==> src/rtl/npsm_pkg.sv <==
// Shared types and codes for the nine-patch source mapper.
package npsm_pkg;

    localparam int COORD_WIDTH       = 16;
    localparam int SRC_W             = 12;
    localparam int CELL_REG_W        = 11;
    localparam int CLIP_FIELD_W      = 16;
    localparam int CFG_INDEX_W       = 3;
    localparam int CFG_DATA_W        = 64;
    localparam int MAX_CELL_SIZE_DEF = 1024;

    localparam logic [CFG_INDEX_W-1:0] REG_DST_LEFT    = CFG_INDEX_W'(0);
    localparam logic [CFG_INDEX_W-1:0] REG_DST_TOP     = CFG_INDEX_W'(1);
    localparam logic [CFG_INDEX_W-1:0] REG_DST_RIGHT   = CFG_INDEX_W'(2);
    localparam logic [CFG_INDEX_W-1:0] REG_DST_BOTTOM  = CFG_INDEX_W'(3);
    localparam logic [CFG_INDEX_W-1:0] REG_CELL_WIDTH  = CFG_INDEX_W'(4);
    localparam logic [CFG_INDEX_W-1:0] REG_CELL_HEIGHT = CFG_INDEX_W'(5);
    localparam logic [CFG_INDEX_W-1:0] REG_CLIP_BOX    = CFG_INDEX_W'(6);
    localparam logic [CFG_INDEX_W-1:0] REG_NO_CENTRE   = CFG_INDEX_W'(7);

    localparam logic [1:0] STATUS_DRAWN        = 2'd0;
    localparam logic [1:0] STATUS_OUTSIDE_DST  = 2'd1;
    localparam logic [1:0] STATUS_OUTSIDE_CLIP = 2'd2;
    localparam logic [1:0] STATUS_CENTRE_OFF   = 2'd3;

    localparam logic [1:0] CELL_NEAR   = 2'd0;
    localparam logic [1:0] CELL_MIDDLE = 2'd1;
    localparam logic [1:0] CELL_FAR    = 2'd2;

    typedef struct packed {
        logic signed [COORD_WIDTH-1:0] pixel_x;
        logic signed [COORD_WIDTH-1:0] pixel_y;
    } npsm_in_t;

    typedef struct packed {
        logic             drawn;
        logic [1:0]       status;
        logic [SRC_W-1:0] source_x;
        logic [SRC_W-1:0] source_y;
        logic [1:0]       patch_column;
        logic [1:0]       patch_row;
    } npsm_out_t;

endpackage

==> src/rtl/nine_patch_source_mapper.sv <==
// Nine-patch source mapper: destination pixel to source pixel, pipelined.
//
// One pixel word is accepted per clock and one result word leaves per clock
// while m_ready is not stalling the output; a word spends 3 + ceil(16/4) = 7
// register stages in the pipe: an input register, a classify stage that splits the
// pixel into its patch cell and tests destination and clip, four remainder
// stages that each retire four dividend bits of (pixel - inner bound) mod
// cell size for both axes, and the output register. Stalls propagate back
// stage by stage, so bubbles are squeezed out and s_ready stays high while
// the pipe has room. Inner bounds and clip limits are precomputed from the
// registers in the cycle after a write; items accepted from the next cycle on
// see the new setting.
module nine_patch_source_mapper #(
    parameter int MAX_CELL_SIZE = npsm_pkg::MAX_CELL_SIZE_DEF
) (
    input  logic                                aclk,
    input  logic                                aresetn,
    input  logic                                s_valid,
    output logic                                s_ready,
    input  npsm_pkg::npsm_in_t                  s_data,
    output logic                                m_valid,
    input  logic                                m_ready,
    output npsm_pkg::npsm_out_t                 m_data,
    input  logic                                cfg_write,
    input  logic [npsm_pkg::CFG_INDEX_W-1:0]    cfg_index,
    input  logic [npsm_pkg::CFG_DATA_W-1:0]     cfg_data
);
    import npsm_pkg::*;

    localparam int CS_W  = $clog2(MAX_CELL_SIZE + 1);
    localparam int CV_W  = (CS_W > CELL_REG_W) ? CS_W : CELL_REG_W;
    localparam int WMAX0 = (COORD_WIDTH > CS_W) ? COORD_WIDTH : CS_W;
    localparam int BW    = ((WMAX0 > SRC_W) ? WMAX0 : SRC_W) + 2;
    localparam int CMP_W = ((COORD_WIDTH > CLIP_FIELD_W) ? COORD_WIDTH : CLIP_FIELD_W) + 1;
    localparam int SPS   = 4;
    localparam int NDIV  = (COORD_WIDTH + SPS - 1) / SPS;
    localparam int DPAD  = NDIV * SPS;

    typedef struct packed {
        logic signed [BW-1:0] ilo;
        logic signed [BW-1:0] ihi;
    } bounds_t;

    typedef struct packed {
        logic [1:0]       col;
        logic [SRC_W-1:0] src;
        logic             mid;
        logic [DPAD-1:0]  quo;
    } axis_t;

    typedef struct packed {
        logic [1:0]       status;
        logic [1:0]       col;
        logic [1:0]       row;
        logic [SRC_W-1:0] src_x;
        logic [SRC_W-1:0] src_y;
        logic             mid_x;
        logic             mid_y;
        logic [CS_W-1:0]  rem_x;
        logic [CS_W-1:0]  rem_y;
        logic [DPAD-1:0]  quo_x;
        logic [DPAD-1:0]  quo_y;
    } work_t;

    // zero reads as one, large values saturate
    function automatic logic [CS_W-1:0] clamp_cell(input logic [CELL_REG_W-1:0] v);
        logic [CV_W-1:0] vv;
        vv = CV_W'(v);
        if (vv == '0) begin
            return CS_W'(1);
        end else if (vv > CV_W'(MAX_CELL_SIZE)) begin
            return CS_W'(MAX_CELL_SIZE);
        end else begin
            return CS_W'(vv);
        end
    endfunction

    function automatic bounds_t axis_bounds(input logic signed [COORD_WIDTH-1:0] lo,
                                            input logic signed [COORD_WIDTH-1:0] hi,
                                            input logic [CS_W-1:0] cs);
        bounds_t b;
        logic signed [BW-1:0] lo_e, hi_e, cs_e, sum, mid, lo_in, hi_in;
        lo_e  = BW'(lo);
        hi_e  = BW'(hi);
        cs_e  = $signed(BW'(cs));
        sum   = lo_e + hi_e;
        // halve toward zero
        mid   = (sum + $signed(BW'(sum[BW-1]))) >>> 1;
        lo_in = lo_e + cs_e;
        hi_in = hi_e - cs_e;
        b.ilo = (lo_in < mid) ? lo_in : mid;
        b.ihi = (hi_in > mid) ? hi_in : mid;
        return b;
    endfunction

    function automatic axis_t axis_map(input logic signed [COORD_WIDTH-1:0] p,
                                       input logic signed [COORD_WIDTH-1:0] lo,
                                       input bounds_t b,
                                       input logic [CS_W-1:0] cs);
        axis_t a;
        logic signed [BW-1:0] pe, cs_e, near, far, dd;
        pe   = BW'(p);
        cs_e = $signed(BW'(cs));
        near = pe - BW'(lo);
        far  = (cs_e <<< 1) + (pe - b.ihi);
        dd   = pe - b.ilo;
        if (pe < b.ilo) begin
            a.col = CELL_NEAR;
            a.src = near[SRC_W-1:0];
            a.mid = 1'b0;
            a.quo = '0;
        end else if (pe < b.ihi) begin
            a.col = CELL_MIDDLE;
            a.src = '0;
            a.mid = 1'b1;
            a.quo = DPAD'(dd[COORD_WIDTH-1:0]);
        end else begin
            a.col = CELL_FAR;
            a.src = far[SRC_W-1:0];
            a.mid = 1'b0;
            a.quo = '0;
        end
        return a;
    endfunction

    // restoring remainder, SPS dividend bits per stage for both axes
    function automatic work_t div_step(input work_t w, input logic [CS_W-1:0] cx,
                                       input logic [CS_W-1:0] cy);
        work_t o;
        logic [CS_W:0] tx, ty;
        o = w;
        for (int j = 0; j < SPS; j++) begin
            tx = {o.rem_x, o.quo_x[DPAD-1]};
            ty = {o.rem_y, o.quo_y[DPAD-1]};
            o.quo_x = o.quo_x << 1;
            o.quo_y = o.quo_y << 1;
            if (tx >= {1'b0, cx}) begin
                tx = tx - {1'b0, cx};
            end
            if (ty >= {1'b0, cy}) begin
                ty = ty - {1'b0, cy};
            end
            o.rem_x = tx[CS_W-1:0];
            o.rem_y = ty[CS_W-1:0];
        end
        return o;
    endfunction

    // configuration registers
    logic signed [COORD_WIDTH-1:0] dst_left_reg, dst_top_reg, dst_right_reg, dst_bottom_reg;
    logic [CELL_REG_W-1:0]         cell_width_reg, cell_height_reg;
    logic [CFG_DATA_W-1:0]         clip_box_reg;
    logic                          no_centre_reg;

    always_ff @(posedge aclk) begin
        if (!aresetn) begin
            dst_left_reg    <= '0;
            dst_top_reg     <= '0;
            dst_right_reg   <= '0;
            dst_bottom_reg  <= '0;
            cell_width_reg  <= CELL_REG_W'(1);
            cell_height_reg <= CELL_REG_W'(1);
            clip_box_reg    <= '0;
            no_centre_reg   <= 1'b0;
        end else if (cfg_write) begin
            unique case (cfg_index)
                REG_DST_LEFT:    dst_left_reg    <= cfg_data[COORD_WIDTH-1:0];
                REG_DST_TOP:     dst_top_reg     <= cfg_data[COORD_WIDTH-1:0];
                REG_DST_RIGHT:   dst_right_reg   <= cfg_data[COORD_WIDTH-1:0];
                REG_DST_BOTTOM:  dst_bottom_reg  <= cfg_data[COORD_WIDTH-1:0];
                REG_CELL_WIDTH:  cell_width_reg  <= cfg_data[CELL_REG_W-1:0];
                REG_CELL_HEIGHT: cell_height_reg <= cfg_data[CELL_REG_W-1:0];
                REG_CLIP_BOX:    clip_box_reg    <= cfg_data;
                REG_NO_CENTRE:   no_centre_reg   <= cfg_data[0];
                default:         no_centre_reg   <= no_centre_reg;
            endcase
        end
    end

    // values derived from the registers, updated in the cycle after the registers change
    logic [CS_W-1:0]         cw_reg, ch_reg, cw_next, ch_next;
    bounds_t                 bx_reg, by_reg, bx_next, by_next;
    logic signed [CMP_W-1:0] clip_x0_reg, clip_y0_reg, clip_x1_reg, clip_y1_reg;
    logic signed [CMP_W-1:0] clip_x0_next, clip_y0_next, clip_x1_next, clip_y1_next;
    logic                    clip_empty_reg, clip_empty_next;

    always_comb begin
        cw_next = clamp_cell(cell_width_reg);
        ch_next = clamp_cell(cell_height_reg);
        bx_next = axis_bounds(dst_left_reg, dst_right_reg, cw_next);
        by_next = axis_bounds(dst_top_reg, dst_bottom_reg, ch_next);
        clip_x0_next = CMP_W'($signed(clip_box_reg[CLIP_FIELD_W-1:0]));
        clip_y0_next = CMP_W'($signed(clip_box_reg[2*CLIP_FIELD_W-1:CLIP_FIELD_W]));
        clip_x1_next = CMP_W'($signed(clip_box_reg[3*CLIP_FIELD_W-1:2*CLIP_FIELD_W]));
        clip_y1_next = CMP_W'($signed(clip_box_reg[4*CLIP_FIELD_W-1:3*CLIP_FIELD_W]));
        clip_empty_next = (clip_x0_next >= clip_x1_next) || (clip_y0_next >= clip_y1_next);
    end

    always_ff @(posedge aclk) begin
        cw_reg         <= cw_next;
        ch_reg         <= ch_next;
        bx_reg         <= bx_next;
        by_reg         <= by_next;
        clip_x0_reg    <= clip_x0_next;
        clip_y0_reg    <= clip_y0_next;
        clip_x1_reg    <= clip_x1_next;
        clip_y1_reg    <= clip_y1_next;
        clip_empty_reg <= clip_empty_next;
    end

    // pipeline valids and stall chain
    logic      v_in_reg;
    npsm_in_t  in_reg;
    logic      v_reg    [0:NDIV];
    work_t     work_reg [0:NDIV];
    logic      en_w     [0:NDIV];
    logic      en_in, en_out;
    logic      m_valid_reg;
    npsm_out_t m_data_reg, out_next;
    work_t     work_next;

    always_comb begin
        en_out = !m_valid_reg || m_ready;
        en_w[NDIV] = !v_reg[NDIV] || en_out;
        for (int k = NDIV - 1; k >= 0; k--) begin
            en_w[k] = !v_reg[k] || en_w[k+1];
        end
        en_in = !v_in_reg || en_w[0];
    end

    assign s_ready = aresetn && en_in;

    always_ff @(posedge aclk) begin
        if (!aresetn) begin
            v_in_reg    <= 1'b0;
            m_valid_reg <= 1'b0;
            for (int k = 0; k <= NDIV; k++) begin
                v_reg[k] <= 1'b0;
            end
        end else begin
            if (en_in) begin
                v_in_reg <= s_valid;
            end
            if (en_w[0]) begin
                v_reg[0] <= v_in_reg;
            end
            for (int k = 1; k <= NDIV; k++) begin
                if (en_w[k]) begin
                    v_reg[k] <= v_reg[k-1];
                end
            end
            if (en_out) begin
                m_valid_reg <= v_reg[NDIV];
            end
        end
    end

    // classify: destination, clip, cell and edge source
    always_comb begin
        axis_t ax, ay;
        logic  inside_dst, inside_clip;
        logic signed [CMP_W-1:0] pxc, pyc;
        ax = axis_map(in_reg.pixel_x, dst_left_reg, bx_reg, cw_reg);
        ay = axis_map(in_reg.pixel_y, dst_top_reg, by_reg, ch_reg);
        inside_dst = (in_reg.pixel_x >= dst_left_reg) && (in_reg.pixel_x < dst_right_reg) &&
                     (in_reg.pixel_y >= dst_top_reg) && (in_reg.pixel_y < dst_bottom_reg);
        pxc = CMP_W'(in_reg.pixel_x);
        pyc = CMP_W'(in_reg.pixel_y);
        inside_clip = (pxc >= clip_x0_reg) && (pxc < clip_x1_reg) &&
                      (pyc >= clip_y0_reg) && (pyc < clip_y1_reg);
        work_next.col   = ax.col;
        work_next.row   = ay.col;
        work_next.src_x = ax.src;
        work_next.src_y = ay.src;
        work_next.mid_x = ax.mid;
        work_next.mid_y = ay.mid;
        work_next.rem_x = '0;
        work_next.rem_y = '0;
        work_next.quo_x = ax.quo;
        work_next.quo_y = ay.quo;
        priority if (!inside_dst) begin
            work_next.status = STATUS_OUTSIDE_DST;
            work_next.col    = CELL_NEAR;
            work_next.row    = CELL_NEAR;
        end else if (!clip_empty_reg && !inside_clip) begin
            work_next.status = STATUS_OUTSIDE_CLIP;
        end else if (ax.col == CELL_MIDDLE && ay.col == CELL_MIDDLE && no_centre_reg) begin
            work_next.status = STATUS_CENTRE_OFF;
        end else begin
            work_next.status = STATUS_DRAWN;
        end
    end

    always_ff @(posedge aclk) begin
        if (en_in) begin
            in_reg <= s_data;
        end
        if (en_w[0]) begin
            work_reg[0] <= work_next;
        end
        for (int k = 1; k <= NDIV; k++) begin
            if (en_w[k]) begin
                work_reg[k] <= div_step(work_reg[k-1], cw_reg, ch_reg);
            end
        end
        if (en_out) begin
            m_data_reg <= out_next;
        end
    end

    // middle cells show cell size plus remainder
    always_comb begin
        work_t         w;
        logic [CS_W:0] sum_x, sum_y;
        logic          drawn;
        w     = work_reg[NDIV];
        sum_x = {1'b0, cw_reg} + {1'b0, w.rem_x};
        sum_y = {1'b0, ch_reg} + {1'b0, w.rem_y};
        drawn = (w.status == STATUS_DRAWN);
        out_next.drawn        = drawn;
        out_next.status       = w.status;
        out_next.patch_column = w.col;
        out_next.patch_row    = w.row;
        if (!drawn) begin
            out_next.source_x = '0;
            out_next.source_y = '0;
        end else begin
            out_next.source_x = w.mid_x ? SRC_W'(sum_x) : w.src_x;
            out_next.source_y = w.mid_y ? SRC_W'(sum_y) : w.src_y;
        end
    end

    assign m_valid = m_valid_reg;
    assign m_data  = m_data_reg;

    // a full input stage only happens when the whole pipe backs up from the output
    assert property (@(posedge aclk) disable iff (!aresetn)
        !s_ready |-> m_valid && !m_ready)
        else $error("input stalled while output free");

    assert property (@(posedge aclk) disable iff (!aresetn)
        m_valid |-> m_data.drawn == (m_data.status == STATUS_DRAWN))
        else $error("drawn flag disagrees with status");

    assert property (@(posedge aclk) disable iff (!aresetn)
        m_valid && m_data.status == STATUS_OUTSIDE_DST |->
            m_data.patch_column == CELL_NEAR && m_data.patch_row == CELL_NEAR &&
            m_data.source_x == '0 && m_data.source_y == '0)
        else $error("pixel outside destination carries cell or source");

    assert property (@(posedge aclk) disable iff (!aresetn)
        m_valid |-> m_data.patch_column != 2'd3 && m_data.patch_row != 2'd3)
        else $error("cell index out of range");

endmodule
==> config.mk <==
export PLATFORM = sky130hd
export DESIGN_NAME = nine_patch_source_mapper
export DESIGN_NICKNAME = d
export VERILOG_FILES = /design/src/rtl/npsm_pkg.sv /design/src/rtl/nine_patch_source_mapper.sv
export SDC_FILE = /design/constraint.sdc
export NUM_CORES = 2
export LEC_CHECK = 0
export BUFFER_PORTS_ARGS = -buffer_cell sky130_fd_sc_hd__buf_2
export CAP_MARGIN = 40
export CORE_MARGIN = 5
export CORE_UTILIZATION = 35
export CTS_BUF_LIST = sky130_fd_sc_hd__clkbuf_8
export DETAILED_ROUTE_END_ITERATION = 7
export PLACE_DENSITY_LB_ADDON = 0.1
export SYNTH_ARGS = -nofsm -noshare
export SYNTH_HDL_FRONTEND = slang
export SYNTH_SLANG_ARGS = --single-unit
==> constraint.sdc <==
create_clock -name aclk -period 11.4 [get_ports aclk]
set_input_delay 1.14 -clock aclk [delete_from_list [all_inputs] [get_ports aclk]]
set_output_delay 1.14 -clock aclk [all_outputs]
set_load 0.005 [all_outputs]
* Yosys cells after proc, flatten, opt, wreduce, memory -nomap -nowiden
Memory sizes are Yosys's and may differ from the RTL's.
Index checks and enable logic that the tools add are counted.
** Cells by class
- Add/subtract/negate cells :: 50
- Multiply operators :: 0
- Div/mod/pow operators :: 0
- $lt $le $gt $ge :: 52
- Eq/ne operators :: 9
- Shift-type cells :: 0
- Mux-type cells :: 108
- Bitwise operators :: 5
- Reductions and logical operators :: 39
** Operator list (number)
- $mux 11 :: 68
- $ge 12x11->1 :: 32
- $sub 11x11->11 :: 32
- $mux 31 :: 4
- $ge 16x16->1 :: 6
- $lt 16x18->1 :: 4
- $mux 18 :: 4
- $lt 16x16->1 :: 4
- $sub 12x12->12 :: 4
- $add 17x2->18 :: 2
- $add 16x12->17 :: 2
- $add 16x16->17 :: 2
- $gt 17x17->1 :: 2
- $lt 17x17->1 :: 2
- $sub 16x12->17 :: 2
- $sub 16x16->16 :: 2
- $mux 1 :: 26
- $add 11x11->12 :: 2
- $add 12x12->12 :: 2
- $mux 12 :: 2
- $gt 11x11->1 const B :: 2
- $logic_not 11->1 :: 2
- $reduce_and 2->1 :: 8
- $eq 3x3->1 const B :: 4
- 11 further kinds :: 43
** Storage, ports and cells
- Bits in registers :: 375
- Latch bits :: 0
- RAM bits :: 435
- Memory bits (read-only) :: 0
- Bits of input ports :: 104
- Output and inout bits :: 33
- Logic and storage cells :: 294
- Memories :: 2
** Memory list
- work_reg :: words 5, bits a word 86, rd ports 5, clocked after memory_dff 0, write ports 5, line nine_patch_source_mapper.sv:215 : work_t work_reg [0:NDIV];
- v_reg :: words 5, bits a word 1, rd ports 5, clocked after memory_dff 0, write ports 5, line nine_patch_source_mapper.sv:214 : logic v_reg [0:NDIV];

* Depth between registers and ports, before layout
- Depth in word-level cells :: 16
- Depth in mapped cells :: 43

* Least setup slack after synthesis
OpenSTA, ideal clock, no wires.
- Path kind :: register to register
- Start point :: reg cw_reg[1]
- End point :: mem work_reg[0][217] (netlist bit), data pin
- Setup time :: 0.260 ns
- Data arrival time :: 9.784 ns
- Data required time :: 11.140 ns
- Slack :: 1.356 ns
- Cell stages (with the launch flop) :: 40
- Path buffers :: 5
- Cells stage by stage :: dfxtp_1 inv_1 ha_1 and4_1 nand2_1 o21ai_0 or3_1 buf_2 buf_1 nor2_1 a21oi_1 fa_1 a21o_1 a221oi_1 a21oi_1 a31o_2 a221oi_1 buf_2 [... 4 more ...] o211ai_1 nand2_1 a21oi_1 o21a_1 a311oi_1 buf_2 mux2_2 fa_1 nor2b_1 o21ai_0 a21boi_0 o21ai_0 a21oi_1 a211o_1 nor2_1 mux2i_1 buf_1 mux2_2
** RTL lines
- start, declared :: line nine_patch_source_mapper.sv:181 : logic [CS_W-1:0] cw_reg, ch_reg, cw_next, ch_next;
- start signal, assigned :: line nine_patch_source_mapper.sv:200 : cw_reg <= cw_next;
- end, declared :: line nine_patch_source_mapper.sv:215

==> results.json <==
{
  "outcome": "completed",
  "routed-via-count": 45100,
  "viasPerCell": 5.25,
  "hold_end": "clip_x1_reg[3]",
  "regToRegStartpoint": "ch_reg[1]",
  "die-width_um": 411,
  "drtPass1Iterations": 5,
  "num-fill-cells": 16200,
  "final_cell_mix": "ha_1, inv_1, nand2_1",
  "number_of_flops_mapped_to_enable_cells_by_yosys": 396,
  "grt_max_degree": 87,
  "worst_skew_pair.late_latency_ps": 880,
  "path_depth": 36,
  "critical-path-top-delay-family": "compound AO/OA/AOI/OAI gates",
  "dr_wl_met2_mm": 79.8,
  "fin_skew_ps": 56.4,
  "setup_viol": 0,
  "avgSynthCellArea_sq_um": 9.12,
  "yosys_register_bits": 704,
  "antenna_left": 0,
  "clk_pin_slew_worst_paths_ps": 60,
  "critPathBufInv": 4,
  "global_route.usage.total": 0.199,
  "sequential_cell_area_sq_mm": 0.0181,
  "worst_hold_path.num_cells": 0,
  "critPathMaxFanout": 15,
  "multi_input_comb_area_sq_mm": 0.0353,
  "hold_slack_ps": 358,
  "placementRows": 147,
  "grt_first_pass_wirelength_mm": 262,
  "remaining_routing_drc_violations": 0,
  "coreArea_sq_mm": 0.160,
  "ys.flop_type": "edfxtp_1",
  "drt_iter0_drc": 2240,
  "final.setup.tns_ps": 0,
  "cell_count_after_synthesis": 6156,
  "wire_per_inst_um": 19.9,
  "slew_headroom": 0.379,
  "worstMarginPinSlew_ps": 923,
  "worst_hold_startpoint": "clip_box_reg[35]",
  "worst_path_largest_cell_delay_ps": 570,
  "hold_path.class": "flop to flop",
  "synthToLayoutAreaGrowth_pct": 11.3,
  "critical_path_required_ps": 12000,
  "postSynthNetCount": 7068,
  "asyncSetResetFlopFracSynth": 0,
  "slowest_stage": "dfxtp_1",
  "nNetsFinal": 7309,
  "post_cts_hold_buffer_count": 0,
  "ys_warn_count": 0,
  "ctsRootBufferMaster": "clkbuf_8",
  "die-area_sq_mm": 0.169,
  "clock_path_buffers": 3,
  "timing.final.ws_setup_ps": 831,
  "first_global_vias": 45000,
  "reg2reg_setup_slack_ps": 830,
  "syn-cell-area_sq_mm": 0.0561,
  "grt_antenna_before_repair": 5,
  "total_length_of_routed_wires_mm": 172,
  "die_y_um": 411,
  "ctsHtreeMaxLevel": 4,
  "yosysUniqueCellTypes": 101,
  "initial_cell_density_of_the_core": 0.351,
  "arrival_ps": 11170,
  "setup.worst_path.end_class": "flop",
  "io_pins": 137,
  "setup_slack_placement_ps": 732,
  "min_period_over_period": 0.927,
  "place_hpwl_mm": 135,
  "rr_worst_depth": 36,
  "timing.rr.end": "work_reg[0][386]",
  "minimum_period_implied_by_the_final_worst_setup_slack_ps": 10570,
  "gp_congestion": 0.873,
  "yosysSeqAreaShare": 0.322,
  "achievable-frequency_ghz": 0.0946,
  "dr.max_layer_used": "met5",
  "report.final.hold_viol_count": 0,
  "largest_reg_flops": 328,
  "post-route-util": 0.391,
  "grt.overflow.total": 0,
  "max_slew_violation_count": 0,
  "port_buffers": 136,
  "maxCapViolCount": 0,
  "cts_made_buffers": 135,
  "wl_met1_mm": 81.0,
  "final_common_cell": "ha_1",
  "routed-wl-met3_mm": 5.89,
  "tritoncts_num_sinks": 704,
  "type_of_the_setup_path_with_the_least_slack": "flop to flop",
  "drive_gt1_frac": 0.103,
  "cts_tree": "yes",
  "worst_setup_path_start_kind": "flop",
  "grt_setup_unrepaired": "false"
}
through the flow:
| step | cell area [sq um] | cells |
|---|---|---|
| finish | 62500 | 8597 |
| detailed placement | 59700 | 8341 |
| global placement | 59500 | 8328 |
| CTS | 62400 | 8587 |
| global route | 62500 | 8593 |
| floorplan | 56100 | 6156 |
worst register-to-register path, delay by kind of cell (launching register included):
| family | cells | cell delay, ps |
|---|---|---|
| AO/OA/AOI/OAI | 18 | 4680 |
| multiplexers | 5 | 1790 |
| adder cells (fa/ha/maj) | 4 | 1430 |
| AND/OR/NAND/NOR | 5 | 960 |
| buffers and inverters | 4 | 900 |
| flip-flops | 1 | 570 |
area by class of cell:
type,instances,area share
repair buffers,218,0.0218
diodes,5,0.000200
well taps,2086,0.0418
clock inverters,100,0.0123
multi-input cells,4699,0.564
inverters,639,0.0384
flip-flops and latches,704,0.289
clock buffers,146,0.0322
synth_stat cells (44+ instances only):
library cell | number | area share
mux2_2 | 140 | 0.028
edfxtp_1 | 396 | 0.21
inv_1 | 634 | 0.042
a21boi_0 | 189 | 0.025
dfxtp_1 | 308 | 0.11
or3_1 | 52 | 0.0058
a21oi_1 | 338 | 0.030
xor2_1 | 121 | 0.019
mux2i_1 | 101 | 0.018
o21ai_0 | 302 | 0.027
or2_2 | 45 | 0.0050
xnor2_1 | 221 | 0.034
ha_1 | 744 | 0.17
nand4_1 | 98 | 0.011
nor3_1 | 133 | 0.012
o211ai_1 | 44 | 0.0059
clkbuf_1 | 89 | 0.0060
a21o_1 | 147 | 0.020
fa_1 | 64 | 0.023
nand2b_1 | 64 | 0.0071
and3_1 | 48 | 0.0053
nor2_1 | 385 | 0.026
nand3_1 | 108 | 0.0096
o21a_1 | 71 | 0.0095
nor2b_1 | 120 | 0.013
nand2_1 | 595 | 0.040
worst max path at each step:
stage                    from          endpoint  slack (ps)
floorplan           cw_reg[1]  work_reg[0][217]        1360
global placement    ch_reg[1]  work_reg[0][386]         820
detailed placement  ch_reg[1]  work_reg[0][386]         730
CTS                 ch_reg[1]  work_reg[0][386]         660
global route        ch_reg[1]  work_reg[0][386]          70
finish              ch_reg[1]  work_reg[0][386]         830
logic make-up after synthesis:
kind of cell / count (synthesis) / synth area share
buf+inv: 753 / 0.0514
simple gates: 1797 / 0.154
flops: 704 / 0.322
compound gates: 1481 / 0.177
fa+ha+maj: 808 / 0.189
xor+xnor: 343 / 0.0536
mux: 270 / 0.0535
per-layer routing:
layer  vias to the layer above  global-route usage
li1                      22700                   -
met1                     21300               0.267
met2                       830               0.336
met3                       231              0.0243
met4                         4              0.0608
met5                         -                   0
what timing repair did:
action,in CTS,in global routing
resized for setup,0,1
setup buffers,0,5
setup endpoints to repair,0,11
Power is left out: the tool's default activity adds up to more than one toggle a clock period on the data nets, which glitch-free logic cannot reach.
